[src/rtl/rtpdp_pkg.sv]
// Shared types and constants for the RGB pixel packer.
// Used by every rtpdp_* module and the top level; no dependencies.
`default_nettype none
package rtpdp_pkg;

    localparam int PIX_W   = 24;
    localparam int WORD_W  = 32;
    localparam int NB_W    = 3;
    localparam int FMT_W   = 3;
    localparam int CNT_W   = 2;
    localparam int ACC_W   = 56;
    localparam int QDEPTH  = 4;
    localparam int QPTR_W  = 2;
    localparam int QCNT_W  = 3;

    // out_format codes; unused codes fall into passthrough
    localparam logic [FMT_W-1:0] FMT_RGB555 = 3'd0;
    localparam logic [FMT_W-1:0] FMT_RGB565 = 3'd1;
    localparam logic [FMT_W-1:0] FMT_RGB24  = 3'd2;
    localparam logic [FMT_W-1:0] FMT_BGR24  = 3'd3;
    localparam logic [FMT_W-1:0] FMT_PASS32 = 3'd4;

    localparam logic [NB_W-1:0] NB_FULL = 3'd4;

    // One queue entry: the words one item produces
    typedef struct packed {
        logic [WORD_W-1:0] w0;
        logic [NB_W-1:0]   nb0;
        logic              le0;
        logic              two;     // a flush word follows w0
        logic [PIX_W-1:0]  w1;      // flush word, upper byte always zero
        logic [NB_W-1:0]   nb1;
    } t_job;

    typedef struct packed {
        logic vld;
        t_job job;
    } t_push;

    typedef struct packed {
        logic empty;
        logic full;
    } t_q_status;

endpackage
`default_nettype wire

[src/rtl/rtpdp_front.sv]
// Front part: format register, pixel encoding and byte accumulator.
// Depends on rtpdp_pkg; pushes one job per word-producing item.
`default_nettype none
module rtpdp_front (
    input  wire logic                       i_clk,
    input  wire logic                       i_rst_n,
    input  wire logic                       i_cfg_we,
    input  wire logic [rtpdp_pkg::FMT_W-1:0] i_cfg_wdata,
    input  wire logic                       i_in_valid,
    output logic                            o_in_stall,
    input  wire logic [rtpdp_pkg::PIX_W-1:0] i_pixel_rgb,
    input  wire logic                       i_end_of_line,
    input  wire rtpdp_pkg::t_q_status       i_q_status,
    output rtpdp_pkg::t_push                o_push
);
    import rtpdp_pkg::*;

    logic [FMT_W-1:0]  r_out_format;
    logic [PIX_W-1:0]  r_pending;
    logic [CNT_W-1:0]  r_count;
    logic [PIX_W-1:0]  n_pending;
    logic [CNT_W-1:0]  n_count;

    logic              accept;
    logic [PIX_W-1:0]  enc;
    logic [NB_W-1:0]   nb;
    logic [ACC_W-1:0]  acc;
    logic [NB_W-1:0]   total;
    logic [NB_W-1:0]   rem;
    t_push             push;

    assign accept     = i_in_valid && !i_q_status.full;
    assign o_in_stall = i_q_status.full;

    always_comb begin
        unique case (r_out_format)
            FMT_RGB555: begin
                enc = {9'd0, i_pixel_rgb[23:19], i_pixel_rgb[15:11], i_pixel_rgb[7:3]};
                nb  = 3'd2;
            end
            FMT_RGB565: begin
                enc = {8'd0, i_pixel_rgb[23:19], i_pixel_rgb[15:10], i_pixel_rgb[7:3]};
                nb  = 3'd2;
            end
            FMT_RGB24: begin
                enc = {i_pixel_rgb[7:0], i_pixel_rgb[15:8], i_pixel_rgb[23:16]};
                nb  = 3'd3;
            end
            FMT_BGR24: begin
                enc = i_pixel_rgb;
                nb  = 3'd3;
            end
            default: begin
                enc = i_pixel_rgb;
                nb  = NB_FULL;
            end
        endcase
    end

    // append new bytes above the pending ones
    always_comb begin
        acc   = {{(ACC_W-PIX_W){1'b0}}, r_pending}
              | ({{(ACC_W-PIX_W){1'b0}}, enc} << {r_count, 3'b000});
        total = {1'b0, r_count} + nb;
        rem   = total - NB_FULL;
    end

    always_comb begin
        push.vld     = 1'b0;
        push.job.w0  = acc[WORD_W-1:0];
        push.job.nb0 = total;
        push.job.le0 = i_end_of_line;
        push.job.two = 1'b0;
        push.job.w1  = acc[ACC_W-1:WORD_W];
        push.job.nb1 = rem;
        n_pending    = r_pending;
        n_count      = r_count;
        if (total >= NB_FULL) begin
            push.vld     = accept;
            push.job.nb0 = NB_FULL;
            push.job.le0 = i_end_of_line && (rem == '0);
            push.job.two = i_end_of_line && (rem != '0);
            if (accept) begin
                if (i_end_of_line || rem == '0) begin
                    n_pending = '0;
                    n_count   = '0;
                end else begin
                    n_pending = acc[ACC_W-1:WORD_W];
                    n_count   = rem[CNT_W-1:0];
                end
            end
        end else begin
            // total is 2 or 3 here; a line end flushes it
            push.vld = accept && i_end_of_line;
            if (accept) begin
                if (i_end_of_line) begin
                    n_pending = '0;
                    n_count   = '0;
                end else begin
                    n_pending = acc[PIX_W-1:0];
                    n_count   = total[CNT_W-1:0];
                end
            end
        end
    end

    assign o_push = push;

    always_ff @(posedge i_clk) begin
        if (!i_rst_n) begin
            r_out_format <= FMT_PASS32;
            r_pending    <= '0;
            r_count      <= '0;
        end else begin
            if (i_cfg_we) begin
                r_out_format <= i_cfg_wdata;
            end
            r_pending <= n_pending;
            r_count   <= n_count;
        end
    end

endmodule
`default_nettype wire

[src/rtl/rtpdp_queue.sv]
// Short job queue between front and back parts, register based.
// Depends on rtpdp_pkg; push and pop may happen in the same cycle.
`default_nettype none
module rtpdp_queue (
    input  wire logic                 i_clk,
    input  wire logic                 i_rst_n,
    input  wire rtpdp_pkg::t_push     i_push,
    input  wire logic                 i_pop,
    output rtpdp_pkg::t_job           o_head,
    output rtpdp_pkg::t_q_status      o_status
);
    import rtpdp_pkg::*;

    t_job               r_mem [QDEPTH];
    logic [QPTR_W-1:0]  r_wr_ptr;
    logic [QPTR_W-1:0]  r_rd_ptr;
    logic [QCNT_W-1:0]  r_count;
    logic               do_push;
    logic               do_pop;

    assign o_status.empty = (r_count == '0);
    assign o_status.full  = (r_count == QCNT_W'(QDEPTH));
    assign do_push = i_push.vld && !o_status.full;
    assign do_pop  = i_pop && !o_status.empty;
    assign o_head  = r_mem[r_rd_ptr];

    always_ff @(posedge i_clk) begin
        if (do_push) begin
            r_mem[r_wr_ptr] <= i_push.job;
        end
    end

    always_ff @(posedge i_clk) begin
        if (!i_rst_n) begin
            r_wr_ptr <= '0;
            r_rd_ptr <= '0;
            r_count  <= '0;
        end else begin
            if (do_push) begin
                r_wr_ptr <= r_wr_ptr + 1'b1;
            end
            if (do_pop) begin
                r_rd_ptr <= r_rd_ptr + 1'b1;
            end
            r_count <= r_count + QCNT_W'(do_push) - QCNT_W'(do_pop);
        end
    end

endmodule
`default_nettype wire

[src/rtl/rtpdp_back.sv]
// Back part: splits each job into one or two words into the output register.
// Depends on rtpdp_pkg; pops the queue on the last word of a job.
`default_nettype none
module rtpdp_back (
    input  wire logic                          i_clk,
    input  wire logic                          i_rst_n,
    input  wire rtpdp_pkg::t_job               i_head,
    input  wire rtpdp_pkg::t_q_status          i_q_status,
    output logic                               o_pop,
    output logic                               o_out_valid,
    input  wire logic                          i_out_stall,
    output logic [rtpdp_pkg::WORD_W-1:0]       o_out_word,
    output logic [rtpdp_pkg::NB_W-1:0]         o_valid_bytes,
    output logic                               o_line_end,
    output logic                               o_run_last
);
    import rtpdp_pkg::*;

    logic               r_phase;    // 1: flush word of the head job is next
    logic               r_valid;
    logic [WORD_W-1:0]  r_word;
    logic [NB_W-1:0]    r_nb;
    logic               r_le;
    logic               r_last;
    logic               load;
    logic               take;

    assign load  = !r_valid || !i_out_stall;
    assign take  = load && !i_q_status.empty;
    assign o_pop = take && (r_phase || !i_head.two);

    always_ff @(posedge i_clk) begin
        if (!i_rst_n) begin
            r_phase <= 1'b0;
            r_valid <= 1'b0;
        end else if (load) begin
            r_valid <= !i_q_status.empty;
            if (take) begin
                r_phase <= !r_phase && i_head.two;
            end
        end
    end

    always_ff @(posedge i_clk) begin
        if (take) begin
            if (r_phase) begin
                r_word <= {{(WORD_W-PIX_W){1'b0}}, i_head.w1};
                r_nb   <= i_head.nb1;
                r_le   <= 1'b1;
                r_last <= 1'b1;
            end else begin
                r_word <= i_head.w0;
                r_nb   <= i_head.nb0;
                r_le   <= i_head.le0;
                r_last <= !i_head.two;
            end
        end
    end

    assign o_out_valid   = r_valid;
    assign o_out_word    = r_word;
    assign o_valid_bytes = r_nb;
    assign o_line_end    = r_le;
    assign o_run_last    = r_last;

endmodule
`default_nettype wire

[src/rtl/rgb_to_packed_display_pixels.sv]
// Top level of the RGB pixel packer: front, job queue, back.
// Depends on rtpdp_pkg, rtpdp_front, rtpdp_queue and rtpdp_back.
//
// Usage:
//   Input channel: one 24-bit RGB pixel plus end-of-line mark per item,
//   taken at a clock edge with i_in_valid high and o_in_stall low.
//   Output channel: one packed 32-bit word per item, with valid byte count,
//   line-end flag and run_last (last word caused by that pixel); taken at
//   an edge with o_out_valid high and i_out_stall low.
//   Config: i_cfg_we writes i_cfg_wdata into out_format (write while idle).
// Path: the pixel that completes a word pushes its job into the queue; the
//   back part loads it from the queue head into the output register.
// Throughput: one pixel per cycle unless the queue is full. A pixel that
//   yields two words (a full word plus a line-end flush) sends both in turn;
//   the back part emits one word per cycle unless i_out_stall is high.
// Reset: out_format returns to 32-bit passthrough, pending bytes are
//   dropped, queue and output register empty.
// Receiver stall: the output register holds its word; jobs collect in the
//   4-entry queue, and once it is full o_in_stall rises until a pop.
`default_nettype none
module rgb_to_packed_display_pixels (
    input  wire logic                          i_clk,
    input  wire logic                          i_rst_n,
    input  wire logic                          i_cfg_we,
    input  wire logic [rtpdp_pkg::FMT_W-1:0]   i_cfg_wdata,
    input  wire logic                          i_in_valid,
    output logic                               o_in_stall,
    input  wire logic [rtpdp_pkg::PIX_W-1:0]   i_pixel_rgb,
    input  wire logic                          i_end_of_line,
    output logic                               o_out_valid,
    input  wire logic                          i_out_stall,
    output logic [rtpdp_pkg::WORD_W-1:0]       o_out_word,
    output logic [rtpdp_pkg::NB_W-1:0]         o_valid_bytes,
    output logic                               o_line_end,
    output logic                               o_run_last
);
    import rtpdp_pkg::*;

    t_push     push;
    t_job      head;
    t_q_status q_status;
    logic      pop;

    // encode + accumulate; pushes a job only when a word is due
    rtpdp_front u_front (
        .i_clk         (i_clk),
        .i_rst_n       (i_rst_n),
        .i_cfg_we      (i_cfg_we),
        .i_cfg_wdata   (i_cfg_wdata),
        .i_in_valid    (i_in_valid),
        .o_in_stall    (o_in_stall),
        .i_pixel_rgb   (i_pixel_rgb),
        .i_end_of_line (i_end_of_line),
        .i_q_status    (q_status),
        .o_push        (push)
    );

    // decouples packing from the output handshake
    rtpdp_queue u_queue (
        .i_clk    (i_clk),
        .i_rst_n  (i_rst_n),
        .i_push   (push),
        .i_pop    (pop),
        .o_head   (head),
        .o_status (q_status)
    );

    // one word per cycle into the output register while not stalled
    rtpdp_back u_back (
        .i_clk         (i_clk),
        .i_rst_n       (i_rst_n),
        .i_head        (head),
        .i_q_status    (q_status),
        .o_pop         (pop),
        .o_out_valid   (o_out_valid),
        .i_out_stall   (i_out_stall),
        .o_out_word    (o_out_word),
        .o_valid_bytes (o_valid_bytes),
        .o_line_end    (o_line_end),
        .o_run_last    (o_run_last)
    );

`ifndef ASSERT_OFF
    // partial words only close a line
    a_partial_only_at_eol: assert property (@(posedge i_clk) disable iff (!i_rst_n)
        o_out_valid && !o_line_end |-> o_valid_bytes == NB_FULL)
        else $error("partial word without line end");

    // the first of two words from one pixel is full and not the line end
    a_first_of_two: assert property (@(posedge i_clk) disable iff (!i_rst_n)
        o_out_valid && !o_run_last |-> o_valid_bytes == NB_FULL && !o_line_end)
        else $error("bad first word of a two-word pixel");

    // a word that is not the last of its pixel is followed by the flush word
    a_flush_follows: assert property (@(posedge i_clk) disable iff (!i_rst_n)
        o_out_valid && !o_run_last && !i_out_stall |=> o_out_valid && o_run_last
            && o_line_end)
        else $error("flush word missing after first word");
`endif

endmodule
`default_nettype wire
[config.mk]
export PLATFORM = sky130hd
export DESIGN_NAME = rgb_to_packed_display_pixels
export DESIGN_NICKNAME = d
export VERILOG_FILES = /design/src/rtl/rtpdp_pkg.sv /design/src/rtl/rtpdp_front.sv /design/src/rtl/rtpdp_queue.sv /design/src/rtl/rtpdp_back.sv /design/src/rtl/rgb_to_packed_display_pixels.sv
export SDC_FILE = /design/constraint.sdc
export NUM_CORES = 1
export LEC_CHECK = 0
export BUFFER_PORTS_ARGS = -buffer_cell sky130_fd_sc_hd__buf_2
export CAP_MARGIN = 0
export CORE_ASPECT_RATIO = 1.2
export CORE_UTILIZATION = 60
export CTS_CLUSTER_DIAMETER = 150
export CTS_CLUSTER_SIZE = 30
export DETAILED_ROUTE_END_ITERATION = 7
export GPL_ROUTABILITY_DRIVEN = 0
export PLACE_DENSITY = 0.86
export SYNTH_ARGS = -nofsm -noshare
export SYNTH_HDL_FRONTEND = slang
export SYNTH_SLANG_ARGS = --single-unit
[constraint.sdc]
create_clock -name i_clk -period 10 [get_ports i_clk]
set_input_delay 2.5 -clock i_clk [delete_from_list [all_inputs] [get_ports i_clk]]
set_output_delay 2.5 -clock i_clk [all_outputs]
set_load 0.02 [all_outputs]
After elaboration in Yosys (flattened, before gate mapping)
Memory sizes are Yosys's and may differ from the RTL's. A register that Yosys moved wholly into a read port is not among the register bits.
Cells that the tools add are included.
Operators by class
  muxes and demuxes: 20
  $add $sub $neg: 6
  equality and inequality tests: 4
  order comparisons: 1
  shift-type cells: 1
  bitwise logic cells: 1
  reduce and logical (&&, ||, !) cells: 25
Operator list (count)
  24-bit 2-to-1 mux: 6
  24-bit case mux with 3 select lines: 1
  24-bit by 56-bit bitwise OR with 56-bit output: 1
  24-bit by 5-bit left shift with 56-bit output: 1
  2-bit 2-to-1 mux: 7
  1-bit logical AND: 9
  3-bit logical NOT: 3
  3-bit by 2-bit equality test with 1-bit output (second input constant): 2
  1-bit logical NOT: 6
  3-bit case mux with 2 select lines: 1
  5-bit 2-to-1 mux: 1
  2-bit by 1-bit adder with 2-bit output (second input constant): 2
  2-bit OR reduction: 2
  2-bit by 3-bit adder with 3-bit output: 1
  3-bit by 1-bit adder with 3-bit output: 1
  3-bit by 1-bit equality test with 1-bit output (second input constant): 1
  3-bit equality test (second input constant): 1
  3-bit greater-or-equal comparator (second input constant): 1
  1-bit logical OR: 3
  1-bit 2-to-1 mux: 3
  3-bit 2-to-1 mux: 1
  3-bit nonzero test: 1
  3-bit by 1-bit subtractor with 3-bit output: 1
  3-bit subtractor (second input constant): 1
  2-bit AND reduction: 1
Storage, ports and cells
  memory bits (writable): 256
  memories kept: 1
  input port bits: 33
  logic and storage cells: 72
  register bits after elaboration: 75
  output and inout port bits: 39
Memories
  u_queue.r_mem: depth 4, width 64, read ports 1, clocked after Yosys merged registers in 1, write ports 1, RTL line rtpdp_queue.sv:14  | t_job r_mem [QDEPTH];

Logic depth before layout (Yosys ltp)
Gate-level depths: netlist of run 1.
  depth after elaboration: 10
  depth in mapped cells: 13
  mapped depth without buffers: 12

Hierarchy
Synthesis of run 1 repeated with hierarchy kept, for this count alone.
Unflattened totals
  cells, all modules: 824
  area, all modules: 14101.0 um^2
By module, submodules not included
  rtpdp_queue: cells each 385, area an instance 9795.6 um^2, times used 1
  rtpdp_front: cells each 352, area an instance 2710.1 um^2, times used 1
  rtpdp_back: cells each 87, area an instance 1595.3 um^2, times used 1

Worst setup path before layout of run 1
No wires, ideal clock.
  path kind: input-to-reg
  start point: input port i_end_of_line
  end point: memory u_queue.r_mem[0][0] (netlist name), enable pin
  arrival time: 4.504 ns
  path buffers: 1
  stages: 4
  required time: 9.580 ns
  setup time: 0.420 ns
  setup slack: 5.077 ns
  path through: clkbuf_1 -> o211ai_1 -> inv_1 -> and2_1
Between the ends
  word-level cells in the longest chain between the ends: 5
Ends and longest elaborated chain
  start: declaration: RTL line rgb_to_packed_display_pixels.sv:29  | input wire logic i_end_of_line,
  1-bit logical AND: RTL line rtpdp_front.sv:94  | push.vld = accept && i_end_of_line;
  1-bit 2-to-1 mux: RTL line rtpdp_front.sv:78  | if (total >= NB_FULL) begin
  1-bit logical AND: RTL line rtpdp_queue.sv:23  | assign do_push = i_push.vld && !o_status.full;
  via u_queue.do_push: RTL line rtpdp_queue.sv:18  | logic do_push;
  1-bit 2-to-1 mux: RTL line rtpdp_queue.sv:28  | if (do_push) begin
  1-bit 2-to-1 mux (not written as such): RTL line rtpdp_queue.sv:29  | r_mem[r_wr_ptr] <= i_push.job;
  end: declaration: RTL line rtpdp_queue.sv:14
The timed path passes the listed nets, and every way through them passes these cells.

Worst setup path in the final report of run 1
  start point: register u_queue.r_count[1]
  end point: output port o_in_stall
Between the ends
  word-level cells in the longest chain between the ends: 1
Ends and longest elaborated chain
  start: declaration: RTL line rtpdp_queue.sv:17  | logic [QCNT_W-1:0] r_count;
  start signal: assignment: RTL line rtpdp_queue.sv:45  | r_count <= r_count + QCNT_W'(do_push) - QCNT_W'(do_pop);
  3-bit equality test: RTL line rtpdp_queue.sv:22  | assign o_status.full = (r_count == QCNT_W'(QDEPTH));
  end: declaration: RTL line rgb_to_packed_display_pixels.sv:27  | output logic o_in_stall,
No other way between the ends.

==> flow_summary.toml, run 1 <==
[logic_synthesis]
netlist_instances = 810
ys_ff_latch = 301
synth_edf_count = 261
syn_area_um2 = 12570
yosys.cell_types.count = 61
ys_async_sr_fraction = 0
yosysTopAreaCellShare = 0.6237
synth.area.top_cells = "edfxtp_1, mux4_2, dfxtp_1"
synth_warnings = 0
syn_nets = 852
synth_largest_area_cell = "edfxtp_1"
yosysSeqAreaShare = 0.6874
synth_ff_type = "edfxtp_1"
syn_area_per_cell_um2 = 15.51

[worst_setup_path]
crit_type = "reg2out"
crit_fanout = 4
cpPeakStageDelay_ns = 0.53
critPathBufInv = 2
start_kind = "flop"
r2r_slack_ns = 6.49
end_kind = "primary output"
critPathSlowestCell = "or3b_2"
cp.arrival_ns = 1.60
path_delay_family = "simple AND/OR/NAND/NOR gates"
path_cells = "or3b_2, inv_1, buf_2"
worstPathRequired_ns = 7.50

[layout]
layout-drive-gt1-share = 0.2048
mostFrequentLayoutCell = "edfxtp_1"
fillers = 1382
fin_nets = 908
final_cell_mix = "edfxtp_1, nand2_1, buf_2"
syn_to_final_growth_pct = 8.344
multi_input_area_um2 = 3676
finalNonFillerCells = 1139
num_antenna_cells = 0
seq_area_um2 = 8643

[grt]
grt_first_pass_wirelength_um = 40770
grt_max_degree = 57
grt.total_usage = 0.2520
grt-ovfl-total = 0
antenna_found_initial = 0
first_global_vias = 7209

[clock_network]
cts_max_path_buffers = 3
htreeDepth = 1
cts_tree = "yes"
clockRootBuffer = "clkbuf_16"
cts_buffers = 14
post_cts_resized = 0
clk_latency_ns = 0.48
holdBufCountCts = 0
clkSinkCount = 301
clk_pin_slew_worst_paths_ns = 0.10
post-cts-setup-buffers = 0

[routing]
post_drt_wl_per_cell_um = 23.05
postRouteAntennaNets = 0
first_iter_violations = 1219
finalWirelength_um = 26260
firstDrtPassIters = 7
avgViaCountPerCell = 6.529
drc = 0
vias = 7437

[sta]
fin_crit_ns = 4.099
final-setup-viol-count = 0
finalHoldViolations = 0
clock_skew_ns = 0.03707
post-route-period-util = 0.4099
clock.fmax_mhz = 243.9
fin_tns_setup_ns = 0
slew_viol_final = 0
relSlewSlack = 0.1240
hold_slack_ns = 0.4658
rsz0062_at_grt = "false"
layout_setup_ws_ns = 5.901
tightest_slew_ns = 1.298

[power]
power_frac_seq = 0.517
p_clk_frac = 0.199
cellLeakagePower_nw = 4.698
power_density_nw_per_um2 = 239.5
p_sw_frac = 0.3001
intPower_w = 0.002282
p_comb_frac = 0.284
switchingPower_w = 0.0009785
irDropWorstVdd_mv = 0.2561

[placement]
portBuffers = 71
pre_cts_slack_ns = 5.499
dp_hpwl_um = 16730
place_inst = 1115

[floorplanning]
start_util = 0.6161
core_region_area_um2 = 20400
pin_count = 72
rows = 57
die_x_um = 134.1
die_area_um2 = 21530
fp.dieH_um = 160.5

[job]
drv_cap = 0

[status]
run_status = "completed"

[min_path]
min_path_type = "reg2reg"
==> cells in the mapped netlist (4+ instances only) <==
| cell type | number |
|---|---|
| clkbuf_1 | 24 |
| nor2_1 | 46 |
| and3_1 | 6 |
| o22ai_1 | 9 |
| ha_1 | 7 |
| o21ai_0 | 17 |
| a221o_1 | 6 |
| inv_1 | 20 |
| a21oi_1 | 21 |
| a211oi_1 | 4 |
| edfxtp_1 | 261 |
| o21bai_1 | 9 |
| nand3_1 | 7 |
| buf_2 | 13 |
| o221ai_1 | 7 |
| dfxtp_1 | 40 |
| buf_1 | 4 |
| o32ai_1 | 4 |
| nand2_1 | 95 |
| mux4_2 | 56 |
| a311oi_1 | 4 |
| nor2b_1 | 5 |
| nor3_1 | 4 |
| a21o_1 | 4 |
| a221oi_1 | 6 |
| mux2i_1 | 15 |
| nor3b_1 | 6 |
| mux2_2 | 12 |
| xnor2_1 | 4 |
| o211ai_1 | 7 |
| and2_1 | 35 |
==> worst paths after layout <==
kind | startpoint | end | cells past startpoint
setup / recovery | u_queue.r_count[1]$_SDFF_PN0_ | o_in_stall | 3
hold / removal | u_front.r_pending[7]$_SDFFE_PN0N_ | u_front.r_pending[7]$_SDFFE_PN0N_ | 1
setup reg to reg | u_front.r_out_format[1]$_SDFFE_PN0P_ | u_queue.r_mem[3][53]$_DFFE_PP_ | 10
hold reg to reg | u_front.r_pending[7]$_SDFFE_PN0N_ | u_front.r_pending[7]$_SDFFE_PN0N_ | 1
==> per-layer routing <==
layer | up-vias | part of all wire | track usage
met1 | 3653 | 0.39 | 0.3540
met2 | 473 | 0.48 | 0.4089
met4 | 0 | 0.039 | 0.09959
met5 | - | 0 | 0
li1 | 3238 | - | -
met3 | 73 | 0.095 | 0.02841
==> worst register-to-register path: cells and delay by family (launching register included) <==
kind | cells | cell delay [ns]
XOR/XNOR | 1 | 0.39
AND/OR/NAND/NOR | 2 | 0.25
buffers and inverters | 4 | 1.25
flip-flops | 1 | 0.31
AO/OA/AOI/OAI | 1 | 0.27
adder cells (fa/ha/maj) | 2 | 0.60
==> kinds of logic after synthesis <==
logic type / synth area share
buffers and inverters: 0.02131
AO/OA/AOI/OAI: 0.06900
multiplexers: 0.1231
AND/OR/NAND/NOR: 0.08424
adder cells (fa/ha/maj): 0.01016
XOR/XNOR: 0.004780
flip-flops: 0.6874
==> flip-flops by register name, summed over array words and instances, names as in the netlist, 2 cells and up, named ones only <==
name and cells:
u_front.r_count 2, u_queue.r_count 3, u_back.o_out_word 32, u_queue.r_rd_ptr 2
u_queue.r_wr_ptr 2, u_front.r_pending 24, u_queue.r_mem 224, u_front.r_out_format 3
u_back.o_valid_bytes 3
==> layout make-up <==
cell class,instances,share of cell area
Inverter,24,0.006617
Multi-Input combinational cell,443,0.2700
Sequential cell,301,0.6349
Clock buffer,23,0.02978
Timing Repair Buffer,82,0.03217
Tap cell,265,0.02435
Clock inverter,1,0.002206
==> power by group through the flow <==
stage                     registers [W]  logic [W]  clock network, W
after global routing            0.00170    0.00101          0.000699
after floorplan                 0.00181   0.000563                 0
after global placement          0.00170   0.000915                 0
after CTS                       0.00169   0.000941          0.000662
after detailed placement        0.00171   0.000939                 0
final                           0.00168   0.000926          0.000650
==> metrics by stage <==
step / util / power [W] / area (µm²)
floorplan: - / 0.002375 / 12570
global placement: 0.6461 / 0.002618 / 13180
detailed placement: 0.6461 / 0.002653 / 13180
CTS: 0.6675 / 0.003290 / 13610
global route: 0.6675 / 0.003410 / 13610
finish: 0.6675 / 0.003260 / 13610
No activity file was read; power rests on OpenSTA's default activity.
==> run 2, diff against run 1 <==
--- a/config.mk
+++ b/config.mk
@@ -8,12 +8,12 @@
 export BUFFER_PORTS_ARGS = -buffer_cell sky130_fd_sc_hd__buf_2
 export CAP_MARGIN = 0
 export CORE_ASPECT_RATIO = 1.2
-export CORE_UTILIZATION = 60
+export CORE_UTILIZATION = 55
 export CTS_CLUSTER_DIAMETER = 150
 export CTS_CLUSTER_SIZE = 30
 export DETAILED_ROUTE_END_ITERATION = 7
 export GPL_ROUTABILITY_DRIVEN = 0
-export PLACE_DENSITY = 0.86
+export PLACE_DENSITY = 0.83
 export SYNTH_ARGS = -nofsm -noshare
 export SYNTH_HDL_FRONTEND = slang
 export SYNTH_SLANG_ARGS = --single-unit
==> constraint.sdc (replaced) <==
create_clock -name i_clk -period 3.7 [get_ports i_clk]
set_input_delay 0.925 -clock i_clk [delete_from_list [all_inputs] [get_ports i_clk]]
set_output_delay 0.925 -clock i_clk [all_outputs]
set_load 0.02 [all_outputs]
==> flow_summary.toml, run 2 (same netlist as run 1, synthesis figures left out) <==
[clock_network]
clk_pin_slew_worst_paths_ns = 0.12
cts_max_path_buffers = 3
htreeDepth = 1
clkSinkCount = 301
clk_latency_ns = 0.50
clockRootBuffer = "clkbuf_16"
post-cts-setup-buffers = 0
post_cts_resized = 0
cts_tree = "yes"
holdBufCountCts = 0
cts_buffers = 14

[grt]
first_global_vias = 7171
grt-ovfl-total = 0
grt_max_degree = 56
antenna_found_initial = 0
grt.total_usage = 0.2326
grt_first_pass_wirelength_um = 41140

[sta]
fin_crit_ns = 3.404
clock.fmax_mhz = 293.8
rsz0062_at_grt = "false"
post-route-period-util = 0.9201
clock_skew_ns = 0.04024
slew_viol_final = 0
relSlewSlack = 0.2538
fin_tns_setup_ns = 0
tightest_slew_ns = 1.105
final-setup-viol-count = 0
finalHoldViolations = 0

[power]
switchingPower_w = 0.002696
irDropWorstVdd_mv = 0.7187
p_sw_frac = 0.3034
cellLeakagePower_nw = 4.776
intPower_w = 0.006189
power_density_nw_per_um2 = 646.1
power_frac_seq = 0.513
p_clk_frac = 0.200
p_comb_frac = 0.287

[worst_setup_path]
critPathSlowestCell = "and2_2"
crit_type = "reg2reg"
path_cells = "clkinv_1, fa_1, xor2_2, o211ai_1, inv_1, and2_2, buf_4"
cp.arrival_ns = 3.60
crit_fanout = 34
start_kind = "flop"
end_kind = "flop"
worstPathRequired_ns = 3.89
cpPeakStageDelay_ns = 0.80

[job]
drv_cap = 0

[placement]
dp_hpwl_um = 17350
portBuffers = 71
place_inst = 1145

[status]
run_status = "completed"

[floorplanning]
start_util = 0.5598
die_x_um = 140.0
pin_count = 72
rows = 60
core_region_area_um2 = 22450
die_area_um2 = 23460
fp.dieH_um = 167.6

[routing]
avgViaCountPerCell = 6.353
postRouteAntennaNets = 0
first_iter_violations = 847
wl_met2_um = 13120
firstDrtPassIters = 5
post_drt_wl_per_cell_um = 23.00
drc = 0
wl_met3_um = 2122
vias = 7427
finalWirelength_um = 26880
wl_met1_um = 10590
top_layer = "met4"

[layout]
regMostFlops = "u_queue.r_mem"
finalNonFillerCells = 1169
final_cell_mix = "edfxtp_1, nand2_1, buf_2"
layout-drive-gt1-share = 0.2191
fin_nets = 924
syn_to_final_growth_pct = 9.439
fillers = 1593
fin_util = 0.6127
num_antenna_cells = 0
largest_register_ffs = 224
mostFrequentLayoutCell = "edfxtp_1"

[min_path]
min_path_type = "reg2reg"
-- run 2: power groups by stage --
stage | combinational [W] | clock [W] | sequential (W)
after global placement | 0.00251 | 0 | 0.00461
final | 0.00255 | 0.00178 | 0.00456
after detailed placement | 0.00257 | 0 | 0.00464
after floorplan | 0.00152 | 0 | 0.00489
after CTS | 0.00258 | 0.00180 | 0.00456
after global routing | 0.00275 | 0.00190 | 0.00461
-- run 2: metrics by stage --
stage | hold WS (ns) | area (µm²) | setup slack [ns] | total power (W)
2_1_floorplan | 0.4204 | 12570 | 0.3518 | 0.006412
3_3_place_gp | 0.4335 | 13320 | 0.4239 | 0.007125
3_5_place_dp | 0.4414 | 13320 | 0.3513 | 0.007206
4_1_cts | 0.4661 | 13750 | 0.2997 | 0.008945
5_1_grt | 0.4859 | 13750 | 0.09046 | 0.009257
6_report | 0.4680 | 13750 | 0.2958 | 0.008884
-- run 2: final timing paths --
check,to,cells after the start,startpoint,slack [ns]
setup / recovery,u_queue.r_mem[0][51]$_DFFE_PP_,7,u_front.r_out_format[2]$_SDFFE_PN1P_,0.30
hold / removal,u_front.r_pending[7]$_SDFFE_PN0N_,1,u_front.r_pending[7]$_SDFFE_PN0N_,0.47
setup reg to reg,u_queue.r_mem[0][51]$_DFFE_PP_,7,u_front.r_out_format[2]$_SDFFE_PN1P_,0.30
hold reg to reg,u_front.r_pending[7]$_SDFFE_PN0N_,1,u_front.r_pending[7]$_SDFFE_PN0N_,0.47
-- run 2: final cells by class --
cell class	count	area (µm²)	area share
multi-input cells	443	3676	0.2673
repair buffers	98	558.0	0.04058
clock inverters	1	30.03	0.002184
clock buffers	23	405.4	0.02948
flip-flops and latches	301	8643	0.6285
inverters	24	90.09	0.006551
well taps	279	349.1	0.02538
-- run 2: worst max-delay path, delay by kind of cell, from the launching register on --
| family | cells | cell delay (ns) |
|---|---|---|
| DFF | 1 | 0.55 |
| and+or+nand+nor | 1 | 0.80 |
| AOI/OAI and AO/OA | 1 | 0.11 |
| buffers and inverters | 3 | 0.93 |
| xor gates and xnor gates | 1 | 0.15 |
| adders and majority gates | 1 | 0.54 |
-- run 2: routing by layer --
layer / GRT usage / vias to the layer above
li1: - / 3263
met1: 0.3203 / 3668
met2: 0.3820 / 421
met3: 0.02917 / 75
met4: 0.08935 / 0
met5: 0 / -
